--- config.mk ---
export PLATFORM = sky130hd
export DESIGN_NAME = beacon_presence_table_unit
export DESIGN_NICKNAME = d
export VERILOG_FILES = /design/src/rtl/bpt_pkg.sv /design/src/rtl/beacon_presence_table_unit.sv /design/src/rtl/bpt_ram.sv
export SDC_FILE = /design/constraint.sdc
export NUM_CORES = 2
export LEC_CHECK = 0
export BUFFER_PORTS_ARGS = -buffer_cell sky130_fd_sc_hd__buf_2
export CAP_MARGIN = 5
export CORE_MARGIN = 4
export CORE_UTILIZATION = 40
export CTS_CLUSTER_SIZE = 12
export DETAILED_ROUTE_END_ITERATION = 7
export RECOVER_POWER = 25
export SLEW_MARGIN = 15
export SYNTH_ARGS = -nofsm -noshare
export SYNTH_HDL_FRONTEND = slang
export SYNTH_SLANG_ARGS = --single-unit
--- constraint.sdc ---
create_clock -name clk -period 14.2 [get_ports clk]
set_input_delay 2.84 -clock clk [delete_from_list [all_inputs] [get_ports clk]]
set_output_delay 2.84 -clock clk [all_outputs]
set_load 0.02 [all_outputs]
--- src/rtl/bpt_pkg.sv ---
// bpt_pkg: shared types, constants and helpers of the beacon presence table
// used by beacon_presence_table_unit; depends on nothing
package bpt_pkg;

    localparam int TABLE_SLOTS = 32;
    localparam int MAX_RESULTS = 32;
    localparam int IDX_W = (TABLE_SLOTS > 1) ? $clog2(TABLE_SLOTS) : 1;
    localparam int CNT_W = $clog2(TABLE_SLOTS + 1);
    localparam int RES_CNT_W = (MAX_RESULTS > 1) ? $clog2(MAX_RESULTS) : 1;
    localparam int SLOT_W = 5;
    localparam int CFG_IDX_W = 2;
    localparam int CFG_DATA_W = 32;

    localparam logic [7:0] GOOD_LENGTH = 8'd12;

    localparam logic CMD_BEACON = 1'b0;
    localparam logic CMD_REPORT = 1'b1;

    localparam logic [1:0] KIND_BEACON = 2'd0;
    localparam logic [1:0] KIND_ENTRY  = 2'd1;
    localparam logic [1:0] KIND_EMPTY  = 2'd2;

    localparam logic [1:0] ST_UPDATED = 2'd0;
    localparam logic [1:0] ST_NEW     = 2'd1;
    localparam logic [1:0] ST_FULL    = 2'd2;
    localparam logic [1:0] ST_BAD_LEN = 2'd3;

    localparam logic [1:0] CLASS_NEAR = 2'd0;
    localparam logic [1:0] CLASS_MID  = 2'd1;
    localparam logic [1:0] CLASS_FAR  = 2'd2;

    localparam logic [CFG_IDX_W-1:0] CFG_TIMEOUT = 2'd0;
    localparam logic [CFG_IDX_W-1:0] CFG_NEAR    = 2'd1;
    localparam logic [CFG_IDX_W-1:0] CFG_MID     = 2'd2;

    localparam logic [31:0]       TIMEOUT_RESET = 32'd2500;
    localparam logic signed [7:0] NEAR_RESET    = -8'sd70;
    localparam logic signed [7:0] MID_RESET     = -8'sd85;

    typedef struct packed {
        logic              command;
        logic [31:0]       sender_id;
        logic [31:0]       sequence_req;
        logic signed [7:0] signal_strength;
        logic [7:0]        payload_length;
        logic [31:0]       timestamp_ms;
    } bpt_req_t;

    typedef struct packed {
        logic [1:0]        kind;
        logic [1:0]        beacon_status;
        logic [SLOT_W-1:0] slot_index;
        logic [31:0]       entry_id;
        logic              is_present;
        logic [31:0]       age_ms;
        logic [31:0]       last_sequence;
        logic signed [7:0] last_strength;
        logic [1:0]        distance_class;
        logic              any_present;
        logic              last_of_run;
    } bpt_rsp_t;

    typedef struct packed {
        logic [31:0]       sender;
        logic [31:0]       sequence_num;
        logic [31:0]       seen_time;
        logic signed [7:0] strength;
    } bpt_entry_t;

    typedef enum logic [2:0] {
        S_IDLE,
        S_LOOKUP,
        S_WRITE,
        S_RFIND,
        S_RDATA,
        S_RCALC,
        S_EMIT
    } bpt_state_t;

    function automatic logic [1:0] classify(
        input logic signed [7:0] strength,
        input logic signed [7:0] near_thr,
        input logic signed [7:0] mid_thr
    );
        logic [1:0] cls;
        if (strength >= near_thr)
        begin
            cls = CLASS_NEAR;
        end
        else if (strength >= mid_thr)
        begin
            cls = CLASS_MID;
        end
        else
        begin
            cls = CLASS_FAR;
        end
        return cls;
    endfunction

endpackage

--- src/rtl/beacon_presence_table_unit.sv ---
// beacon_presence_table_unit: aging presence table of beacon senders, uses bpt_pkg and bpt_ram
// bad-length beacons and reports on an empty table go straight to their result beat; other
// beacons read the slots in order, all when the id is new or the table is full, else up to
// the hit (one slot read per cycle on the single ram read port); reports skip unused slots,
// take each used one through read, calc and emit, waiting on stalls; one item at a time, the
// next is taken the cycle after the last beat loads; reset: slot flags cleared at once
module beacon_presence_table_unit (
    input  logic                           clk,
    input  logic                           rst_n,
    input  logic                           req_valid,
    output logic                           req_stall,
    input  bpt_pkg::bpt_req_t              req,
    output logic                           rsp_valid,
    input  logic                           rsp_stall,
    output bpt_pkg::bpt_rsp_t              rsp,
    input  logic                           cfg_valid,
    output logic                           cfg_ready,
    input  logic [bpt_pkg::CFG_IDX_W-1:0]  cfg_index,
    input  logic [bpt_pkg::CFG_DATA_W-1:0] cfg_data
);

    localparam int ENTRY_W = $bits(bpt_pkg::bpt_entry_t);

    bpt_pkg::bpt_state_t state_reg, state_next;
    bpt_pkg::bpt_req_t   item_reg, item_next;
    bpt_pkg::bpt_rsp_t   res_reg, res_next;
    bpt_pkg::bpt_rsp_t   out_reg, out_next;
    logic                out_valid_reg, out_valid_next;

    logic [bpt_pkg::CNT_W-1:0]     scan_idx_reg, scan_idx_next;
    logic                          pipe_vld_reg, pipe_vld_next;
    logic [bpt_pkg::IDX_W-1:0]     pipe_idx_reg, pipe_idx_next;
    logic                          free_found_reg, free_found_next;
    logic [bpt_pkg::IDX_W-1:0]     free_idx_reg, free_idx_next;
    logic [bpt_pkg::IDX_W-1:0]     cur_idx_reg, cur_idx_next;
    logic [bpt_pkg::RES_CNT_W-1:0] n_cnt_reg, n_cnt_next;
    logic                          any_reg, any_next;
    logic [bpt_pkg::TABLE_SLOTS-1:0] valid_reg, valid_next;

    logic [31:0]       timeout_reg;
    logic signed [7:0] near_reg;
    logic signed [7:0] mid_reg;

    logic                      ram_we;
    logic [bpt_pkg::IDX_W-1:0] ram_waddr;
    logic [ENTRY_W-1:0]        ram_wdata;
    logic [bpt_pkg::IDX_W-1:0] ram_raddr;
    logic [ENTRY_W-1:0]        ram_rdata;
    bpt_pkg::bpt_entry_t       rd_entry;
    bpt_pkg::bpt_entry_t       wr_entry;

    logic any_valid;
    logic more_after;
    logic present;
    logic last;

    bpt_ram #(
        .WIDTH (ENTRY_W),
        .DEPTH (bpt_pkg::TABLE_SLOTS)
    ) u_table (
        .clk   (clk),
        .we    (ram_we),
        .waddr (ram_waddr),
        .wdata (ram_wdata),
        .raddr (ram_raddr),
        .rdata (ram_rdata)
    );

    assign rd_entry  = bpt_pkg::bpt_entry_t'(ram_rdata);
    assign ram_wdata = ENTRY_W'(wr_entry);

    assign req_stall = (state_reg != bpt_pkg::S_IDLE);
    assign rsp_valid = out_valid_reg;
    assign rsp       = out_reg;
    assign cfg_ready = 1'b1;

    assign any_valid = |valid_reg;

    // used slots above the one being reported
    always_comb
    begin
        more_after = 1'b0;
        for (int j = 0; j < bpt_pkg::TABLE_SLOTS; j++)
        begin
            if (valid_reg[j] && (bpt_pkg::IDX_W'(j) > cur_idx_reg))
            begin
                more_after = 1'b1;
            end
        end
    end

    assign present = (res_reg.age_ms <= timeout_reg);
    assign last    = !more_after || (n_cnt_reg == bpt_pkg::RES_CNT_W'(bpt_pkg::MAX_RESULTS - 1));

    always_comb
    begin
        state_next      = state_reg;
        item_next       = item_reg;
        res_next        = res_reg;
        out_next        = out_reg;
        out_valid_next  = out_valid_reg;
        scan_idx_next   = scan_idx_reg;
        pipe_vld_next   = pipe_vld_reg;
        pipe_idx_next   = pipe_idx_reg;
        free_found_next = free_found_reg;
        free_idx_next   = free_idx_reg;
        cur_idx_next    = cur_idx_reg;
        n_cnt_next      = n_cnt_reg;
        any_next        = any_reg;
        valid_next      = valid_reg;
        ram_we          = 1'b0;
        ram_waddr       = cur_idx_reg;
        ram_raddr       = scan_idx_reg[bpt_pkg::IDX_W-1:0];
        wr_entry.sender       = item_reg.sender_id;
        wr_entry.sequence_num = item_reg.sequence_req;
        wr_entry.seen_time    = item_reg.timestamp_ms;
        wr_entry.strength     = item_reg.signal_strength;

        // output beat taken
        if (out_valid_reg && !rsp_stall)
        begin
            out_valid_next = 1'b0;
        end

        case (state_reg)
            bpt_pkg::S_IDLE:
            begin
                if (req_valid)
                begin
                    item_next = req;
                    res_next = '0;
                    res_next.last_of_run = 1'b1;
                    scan_idx_next = '0;
                    pipe_vld_next = 1'b0;
                    free_found_next = 1'b0;
                    n_cnt_next = '0;
                    any_next = 1'b0;
                    if (req.command == bpt_pkg::CMD_BEACON)
                    begin
                        res_next.kind = bpt_pkg::KIND_BEACON;
                        if (req.payload_length != bpt_pkg::GOOD_LENGTH)
                        begin
                            res_next.beacon_status = bpt_pkg::ST_BAD_LEN;
                            state_next = bpt_pkg::S_EMIT;
                        end
                        else
                        begin
                            state_next = bpt_pkg::S_LOOKUP;
                        end
                    end
                    else if (!any_valid)
                    begin
                        res_next.kind = bpt_pkg::KIND_EMPTY;
                        state_next = bpt_pkg::S_EMIT;
                    end
                    else
                    begin
                        state_next = bpt_pkg::S_RFIND;
                    end
                end
            end

            bpt_pkg::S_LOOKUP:
            begin
                // issue one read a cycle, compare the previous read
                if (scan_idx_reg < bpt_pkg::CNT_W'(bpt_pkg::TABLE_SLOTS))
                begin
                    pipe_vld_next = 1'b1;
                    pipe_idx_next = scan_idx_reg[bpt_pkg::IDX_W-1:0];
                    scan_idx_next = scan_idx_reg + 1'b1;
                    if (!valid_reg[scan_idx_reg[bpt_pkg::IDX_W-1:0]] && !free_found_reg)
                    begin
                        free_found_next = 1'b1;
                        free_idx_next = scan_idx_reg[bpt_pkg::IDX_W-1:0];
                    end
                end
                else
                begin
                    pipe_vld_next = 1'b0;
                end

                if (pipe_vld_reg && valid_reg[pipe_idx_reg]
                    && (rd_entry.sender == item_reg.sender_id))
                begin
                    cur_idx_next = pipe_idx_reg;
                    res_next.beacon_status = bpt_pkg::ST_UPDATED;
                    res_next.slot_index = bpt_pkg::SLOT_W'(pipe_idx_reg);
                    state_next = bpt_pkg::S_WRITE;
                end
                else if (!pipe_vld_reg
                         && (scan_idx_reg >= bpt_pkg::CNT_W'(bpt_pkg::TABLE_SLOTS)))
                begin
                    if (free_found_reg)
                    begin
                        cur_idx_next = free_idx_reg;
                        res_next.beacon_status = bpt_pkg::ST_NEW;
                        res_next.slot_index = bpt_pkg::SLOT_W'(free_idx_reg);
                        state_next = bpt_pkg::S_WRITE;
                    end
                    else
                    begin
                        res_next.beacon_status = bpt_pkg::ST_FULL;
                        state_next = bpt_pkg::S_EMIT;
                    end
                end
            end

            bpt_pkg::S_WRITE:
            begin
                ram_we = 1'b1;
                valid_next[cur_idx_reg] = 1'b1;
                state_next = bpt_pkg::S_EMIT;
            end

            bpt_pkg::S_RFIND:
            begin
                scan_idx_next = scan_idx_reg + 1'b1;
                if (valid_reg[scan_idx_reg[bpt_pkg::IDX_W-1:0]])
                begin
                    cur_idx_next = scan_idx_reg[bpt_pkg::IDX_W-1:0];
                    state_next = bpt_pkg::S_RDATA;
                end
            end

            bpt_pkg::S_RDATA:
            begin
                res_next = '0;
                res_next.kind = bpt_pkg::KIND_ENTRY;
                res_next.slot_index = bpt_pkg::SLOT_W'(cur_idx_reg);
                res_next.entry_id = rd_entry.sender;
                res_next.age_ms = item_reg.timestamp_ms - rd_entry.seen_time;
                res_next.last_sequence = rd_entry.sequence_num;
                res_next.last_strength = rd_entry.strength;
                state_next = bpt_pkg::S_RCALC;
            end

            bpt_pkg::S_RCALC:
            begin
                res_next.is_present = present;
                res_next.distance_class =
                    bpt_pkg::classify(res_reg.last_strength, near_reg, mid_reg);
                any_next = any_reg | present;
                res_next.last_of_run = last;
                res_next.any_present = last && (any_reg | present);
                n_cnt_next = n_cnt_reg + 1'b1;
                state_next = bpt_pkg::S_EMIT;
            end

            bpt_pkg::S_EMIT:
            begin
                if (!out_valid_reg || !rsp_stall)
                begin
                    out_valid_next = 1'b1;
                    out_next = res_reg;
                    if (res_reg.last_of_run)
                    begin
                        state_next = bpt_pkg::S_IDLE;
                    end
                    else
                    begin
                        state_next = bpt_pkg::S_RFIND;
                    end
                end
            end

            default:
            begin
                state_next = bpt_pkg::S_IDLE;
            end
        endcase
    end

    always_ff @(posedge clk or negedge rst_n)
    begin
        if (!rst_n)
        begin
            state_reg      <= bpt_pkg::S_IDLE;
            out_valid_reg  <= 1'b0;
            scan_idx_reg   <= '0;
            pipe_vld_reg   <= 1'b0;
            free_found_reg <= 1'b0;
            n_cnt_reg      <= '0;
            any_reg        <= 1'b0;
            valid_reg      <= '0;
        end
        else
        begin
            state_reg      <= state_next;
            out_valid_reg  <= out_valid_next;
            scan_idx_reg   <= scan_idx_next;
            pipe_vld_reg   <= pipe_vld_next;
            free_found_reg <= free_found_next;
            n_cnt_reg      <= n_cnt_next;
            any_reg        <= any_next;
            valid_reg      <= valid_next;
        end
    end

    always_ff @(posedge clk)
    begin
        item_reg     <= item_next;
        res_reg      <= res_next;
        out_reg      <= out_next;
        pipe_idx_reg <= pipe_idx_next;
        free_idx_reg <= free_idx_next;
        cur_idx_reg  <= cur_idx_next;
    end

    // configuration registers
    always_ff @(posedge clk or negedge rst_n)
    begin
        if (!rst_n)
        begin
            timeout_reg <= bpt_pkg::TIMEOUT_RESET;
            near_reg    <= bpt_pkg::NEAR_RESET;
            mid_reg     <= bpt_pkg::MID_RESET;
        end
        else if (cfg_valid && cfg_ready)
        begin
            case (cfg_index)
                bpt_pkg::CFG_TIMEOUT:
                begin
                    timeout_reg <= cfg_data[31:0];
                end
                bpt_pkg::CFG_NEAR:
                begin
                    near_reg <= cfg_data[7:0];
                end
                bpt_pkg::CFG_MID:
                begin
                    mid_reg <= cfg_data[7:0];
                end
                default:
                begin
                    timeout_reg <= timeout_reg;
                end
            endcase
        end
    end

endmodule

--- src/rtl/bpt_ram.sv ---
// bpt_ram: generic single-write, single-read ram with registered read data
// no dependencies
module bpt_ram #(
    parameter int WIDTH = 8,
    parameter int DEPTH = 32,
    localparam int ADDR_W = (DEPTH > 1) ? $clog2(DEPTH) : 1
) (
    input  logic              clk,
    input  logic              we,
    input  logic [ADDR_W-1:0] waddr,
    input  logic [WIDTH-1:0]  wdata,
    input  logic [ADDR_W-1:0] raddr,
    output logic [WIDTH-1:0]  rdata
);

    logic [WIDTH-1:0] mem [DEPTH];
    logic [WIDTH-1:0] rdata_reg;

    always_ff @(posedge clk)
    begin
        if (we)
        begin
            mem[waddr] <= wdata;
        end
        rdata_reg <= mem[raddr];
    end

    assign rdata = rdata_reg;

endmodule

==> Yosys cells after proc, flatten, opt, wreduce, memory -nomap -nowiden <==
Memories as Yosys holds them, arrays and structs flattened. A register that Yosys moved wholly into a read port is not among the register bits.
Index checks and enable logic that the tools add are counted.
{ "op_classes": {"add_sub_neg": 3, "order_cmp": 41, "n_eq_ne": 18, "n_mux": 88, "bitwise": 2, "reduce_logical": 76} }
{ "ops": {"columns": ["op", "n"], "rows": [
  ["$pmux 72 s2", 1],
  ["$mux 118", 1],
  ["$gt 5x5->1 const A", 16],
  ["$pmux 32 s2", 1],
  ["$mux 1", 45],
  ["$gt 4x5->1 const A", 8],
  ["$logic_and 1x1->1", 39],
  ["$eq 32x32->1", 1],
  ["$le 32x32->1", 1],
  ["$or 32x32->32", 1],
  ["$reduce_or 32->1", 1],
  ["$sub 32x32->32", 1],
  ["$mux 3", 9],
  ["$mux 5", 5],
  ["$pmux 7 s3", 1],
  ["$gt 3x5->1 const A", 4],
  ["$pmux 5 s2", 2],
  ["$reduce_and 2->1", 10],
  ["$lt 5x6->1 const B", 3],
  ["$pmux 3 s6", 1],
  ["$pmux 6 s3", 1],
  ["$ge 8x8->1", 2],
  ["$mux 2", 8],
  ["$reduce_and 4->1", 4],
  ["other kinds (33)", 62]
]} }
{ "totals": {"register_bits": 453, "ram_bits": 3328, "output_inout_bits": 121, "elab_cells": 269, "mem_count": 1} }
{ "memory_table": {"columns": ["memory", "words", "word_bits", "read_ports", "rd_clocked_by_memory_dff", "wr", "line_no", "text"], "rows": [
  ["u_table.mem", 32, 104, 1, 1, 1, "bpt_ram.sv:16", "logic [WIDTH-1:0] mem [DEPTH];"]
]} }

==> Logic depth before layout (Yosys ltp) <==
{ "logic_depth": {"ltp_word": 38, "depth_mapped": 10, "depth_no_buf": 10} }

==> Hierarchy <==
Synthesis repeated with hierarchy kept, for this count alone.
{ "hier_totals": {"hier_cells": 7485, "area_unflattened_um2": 148117.1} }
{ "by_module_without_submodules": {"columns": ["module", "n_inst", "cells_per_inst", "area_each_um2", "seq_area_each_um2"], "rows": [
  ["bpt_ram", 1, 6040, 128429.4, 102017.8],
  ["beacon_presence_table_unit", 1, 1445, 19687.6, 13131.3]
]} }

==> Least setup slack after synthesis <==
No wires, ideal clock.
{ "synth_timing": {"path_type": "input to register", "startpoint": "input port rsp_stall", "endpoint": "register out_reg (netlist bit rsp[0]), enable pin", "t_arrival_ps": 11463, "t_required_ps": 13436, "setup_slack_ps": 1973, "cell_stages": 2, "path_buffers": 0, "path_cell_list": "nand2_1 > nor3b_1"} }
{ "synth_via": {"elab_chain_cells": 3} }
{ "synth_lines": {"columns": ["element", "line_no", "text"], "rows": [
  ["from (decl)", "beacon_presence_table_unit.sv:14", "input logic rsp_stall,"],
  ["$logic_not 1->1", "beacon_presence_table_unit.sv:251", "if (!out_valid_reg || !rsp_stall)"],
  ["$logic_or 1x1->1", "beacon_presence_table_unit.sv:251", null],
  ["$reduce_and 2->1 (no source line)", null, null],
  ["to (signal assigned)", "beacon_presence_table_unit.sv:303", "out_reg <= out_next;"],
  ["to (decl)", "beacon_presence_table_unit.sv:27", "bpt_pkg::bpt_rsp_t out_reg, out_next;"]
]} }
Every way passes these cells.
A chain may end at the register's enable or synchronous reset.

==> Worst setup path after layout <==
{ "layout_timing": {"startpoint": "register state_reg[2]", "endpoint": "output port req_stall"} }
{ "layout_via": {"elab_chain_cells": 1} }
{ "layout_lines": {"columns": ["element", "line_no", "text"], "rows": [
  ["from (decl)", "beacon_presence_table_unit.sv:24", "bpt_pkg::bpt_state_t state_reg, state_next;"],
  ["from (signal assigned)", "beacon_presence_table_unit.sv:277", "state_reg <= bpt_pkg::S_IDLE;"],
  ["from (signal assigned)", "beacon_presence_table_unit.sv:288", "state_reg <= state_next;"],
  ["$reduce_bool 3->1", "beacon_presence_table_unit.sv:72", "assign req_stall = (state_reg != bpt_pkg::S_IDLE);"],
  ["to (decl)", "beacon_presence_table_unit.sv:11", "output logic req_stall,"]
]} }
Every way passes these cells.

==> results.toml <==
[outcome]
status = "finished with violations"
failed_checks = "max-capacitance violations, max-slew violations"

[yosys]
synth.most_common_cell = "edfxtp_1"
synth_area_per_cell_um2 = 23.4
ys_warn_count = 0
yosys.area.top_type = "edfxtp_1"
ys_ff_latch = 3885
async_flop_share = 0.0252
seq_area_frac_synth = 0.780
syn-cell-area_um2 = 148000
synthTopCellsByCount = "edfxtp_1 (3683), mux4_2 (1054), clkbuf_1 (174)"
synth_cells = 6325
synth_edf_count = 3683
syn-num-nets = 6561
synth_top_area_frac = 0.749
ys_types = 72
synth_area_leaders = "edfxtp_1 (75%), mux4_2 (16%), dfxtp_1 (1.4%)"
yosys_most_used_dff = "edfxtp_1"

[drt]
met3_length_um = 32100
wirelength_met1_um = 162000
wl_um = 392000
drt_iter0_drc = 9033
drc_errors = 0
vias = 70500
viasPerCell = 5.86
detail-route-antenna-nets = 0
wl_per_cell_um = 32.6
wl_met2_um = 189000
top_layer_used = "met5"
drt_pass1_iterations = 6

[layout]
fill_cells = 30200
largest_register_ffs = 3328
drive_above_1_share = 0.304
nets = 7108
syn_to_final_growth_pct = 13.4

[timing]
finalSetupViolCount = 0
relSlewSlack = -0.424
worst_pin_slew_ns = 2.14
post-route-period-util = 0.369
max_freq_mhz = 191
hold_viol = 0
finClkSkew_ns = 0.0647
rsz0062_at_grt = "no"
fin_crit_ns = 5.24
fin_tns_setup_ns = 0
slew_viol_final = 380

[clock_tree]
post_cts_buffers = 0
worstSkewPairLatency_ns = 0.97
root_buffer = "clkbuf_16"
cts_resized = 0
cts_sinks = 3885
cts_tree = "done"
htree_levels = 5
cts.path.max_buffers = 4
cts_buffers = 390
hold_buffers = 0
clk_transition_reported_paths_ns = 0.06

[pwr]
sequentialPowerShare = 0.475
ir_drop_mv = 0.145
p_per_area_nw_per_um2 = 181
p_comb_frac = 0.202
switchingPower_mw = 8.22
clkPwrFrac = 0.323
p_int_mw = 22.0
p_leak_nw = 52.6
netSwitchingFraction = 0.272
finalPower_mw = 30.3

[critical_path]
worstSetupPathType = "register to output pin"
worstSetupStartpointType = "register"
end_kind = "output pin"
required_ns = 11.36
crit_fanout = 46
cp_data_arrival_time_ns = 2.40

[die]
core_um2 = 367000
row_count = 222
io-pin-count = 273
die_w_um = 616
start_util = 0.403
die_area_um2 = 379000
fp.dieH_um = 616

[global_routing]
grt_pass1_vias = 71300
antenna_found_initial = 34
grt.total_usage = 0.203
grt_first_pass_wirelength_um = 554000
grt_start_max_net_pins = 149
overflow = 0

[run]
cap_violations = 14

[placement]
dp_hpwl_um = 199000
gp_routability_congestion = 0.845
io_buffer_count = 271

[hold_path]
min_path_type = "register to register"
-- stage by stage --
| stage | utilization | cells | worst slack [ns] | hold slack [ns] | instance area, um2 |
|---|---|---|---|---|---|
| after floorplan | - | 6325 | 1.97 | 0.400 | 148000 |
| after global placement | 0.424 | 11300 | 8.85 | 0.404 | 156000 |
| after detailed placement | 0.424 | 11300 | 8.83 | 0.405 | 156000 |
| after CTS | 0.457 | 12000 | 8.80 | 0.417 | 168000 |
| after global routing | 0.457 | 12000 | 8.47 | 0.423 | 167000 |
| final | 0.457 | 12000 | 8.96 | 0.415 | 167000 |
-- cells in the final DEF, fill, tap and decap left out, drive strengths merged, types with 33 or more instances in the layout --
master and count:
a21oi 58, and3 83, buf 417, clkbuf 671, clkinv 54, dfrtp 83, dfxtp 104, edfxtp 3683
ha 83, inv 119, mux2 124, mux4 1054, nand2 77, nor2 99, o21ai 85, or2 33
xor2 40
-- power by group through the flow --
stage	Sequential [mW]	Clock, mW	Combinational, mW
final	14.4	9.78	6.11
after global routing	14.4	10.5	6.55
after CTS	14.4	9.97	6.20
after detailed placement	14.6	0	6.17
after global placement	14.6	0	6.12
after floorplan	14.4	0	4.43
-- layout make-up --
type	count	area [um2]	share of cell area
diodes	9	22.5	0.000134
inverters	108	413	0.00247
well taps	4816	6030	0.0360
flip-flops and latches	3885	115000	0.688
repair buffers	448	2770	0.0165
multi-input cells	2039	31000	0.185
clock buffers	640	11300	0.0676
clock inverters	74	719	0.00430
-- per-layer routing --
layer | vias to the layer above | global-route usage
li1 | 27900 | -
met1 | 38600 | 0.295
met2 | 3371 | 0.327
met3 | 552 | 0.0321
met4 | 4 | 0.0428
met5 | - | 0
-- cells by family after synthesis --
kind of cell               share of synthesized area
AOI/OAI and AO/OA                             0.0115
adders and majority gates                    0.00723
other                                      0.0000254
xor gates and xnor gates                     0.00273
and+or+nand+nor                               0.0154
muxes                                          0.171
DFF                                            0.780
buffers and inverters                         0.0120
-- critical path, stage by stage (launching register included) --
cell	delay, ns
dfrtp_4	0.77
nor3_1	0.47
inv_1	0.07
buf_2	0.17
-- final timing paths --
kind,endpoint,startpoint,slack [ns],depth (start not counted)
max in group asynchronous,scan_idx_reg[1]$_DFFE_PN0P_,rst_n,10.98,2
min reg2reg,rsp[93]$_DFFE_PP_,res_reg[93]$_SDFFCE_PN0P_,0.41,0
max,req_stall,state_reg[2]$_DFFE_PN0P_,8.96,3
min in group asynchronous,timeout_reg[5]$_DFFE_PN0P_,rst_n,1.93,1
min,rsp[93]$_DFFE_PP_,res_reg[93]$_SDFFCE_PN0P_,0.41,0
max reg2reg,u_table.rdata[62]$_DFF_P_,scan_idx_reg[0]$_DFFE_PN0P_,9.05,6
Power figures use the tool's default switching activity.
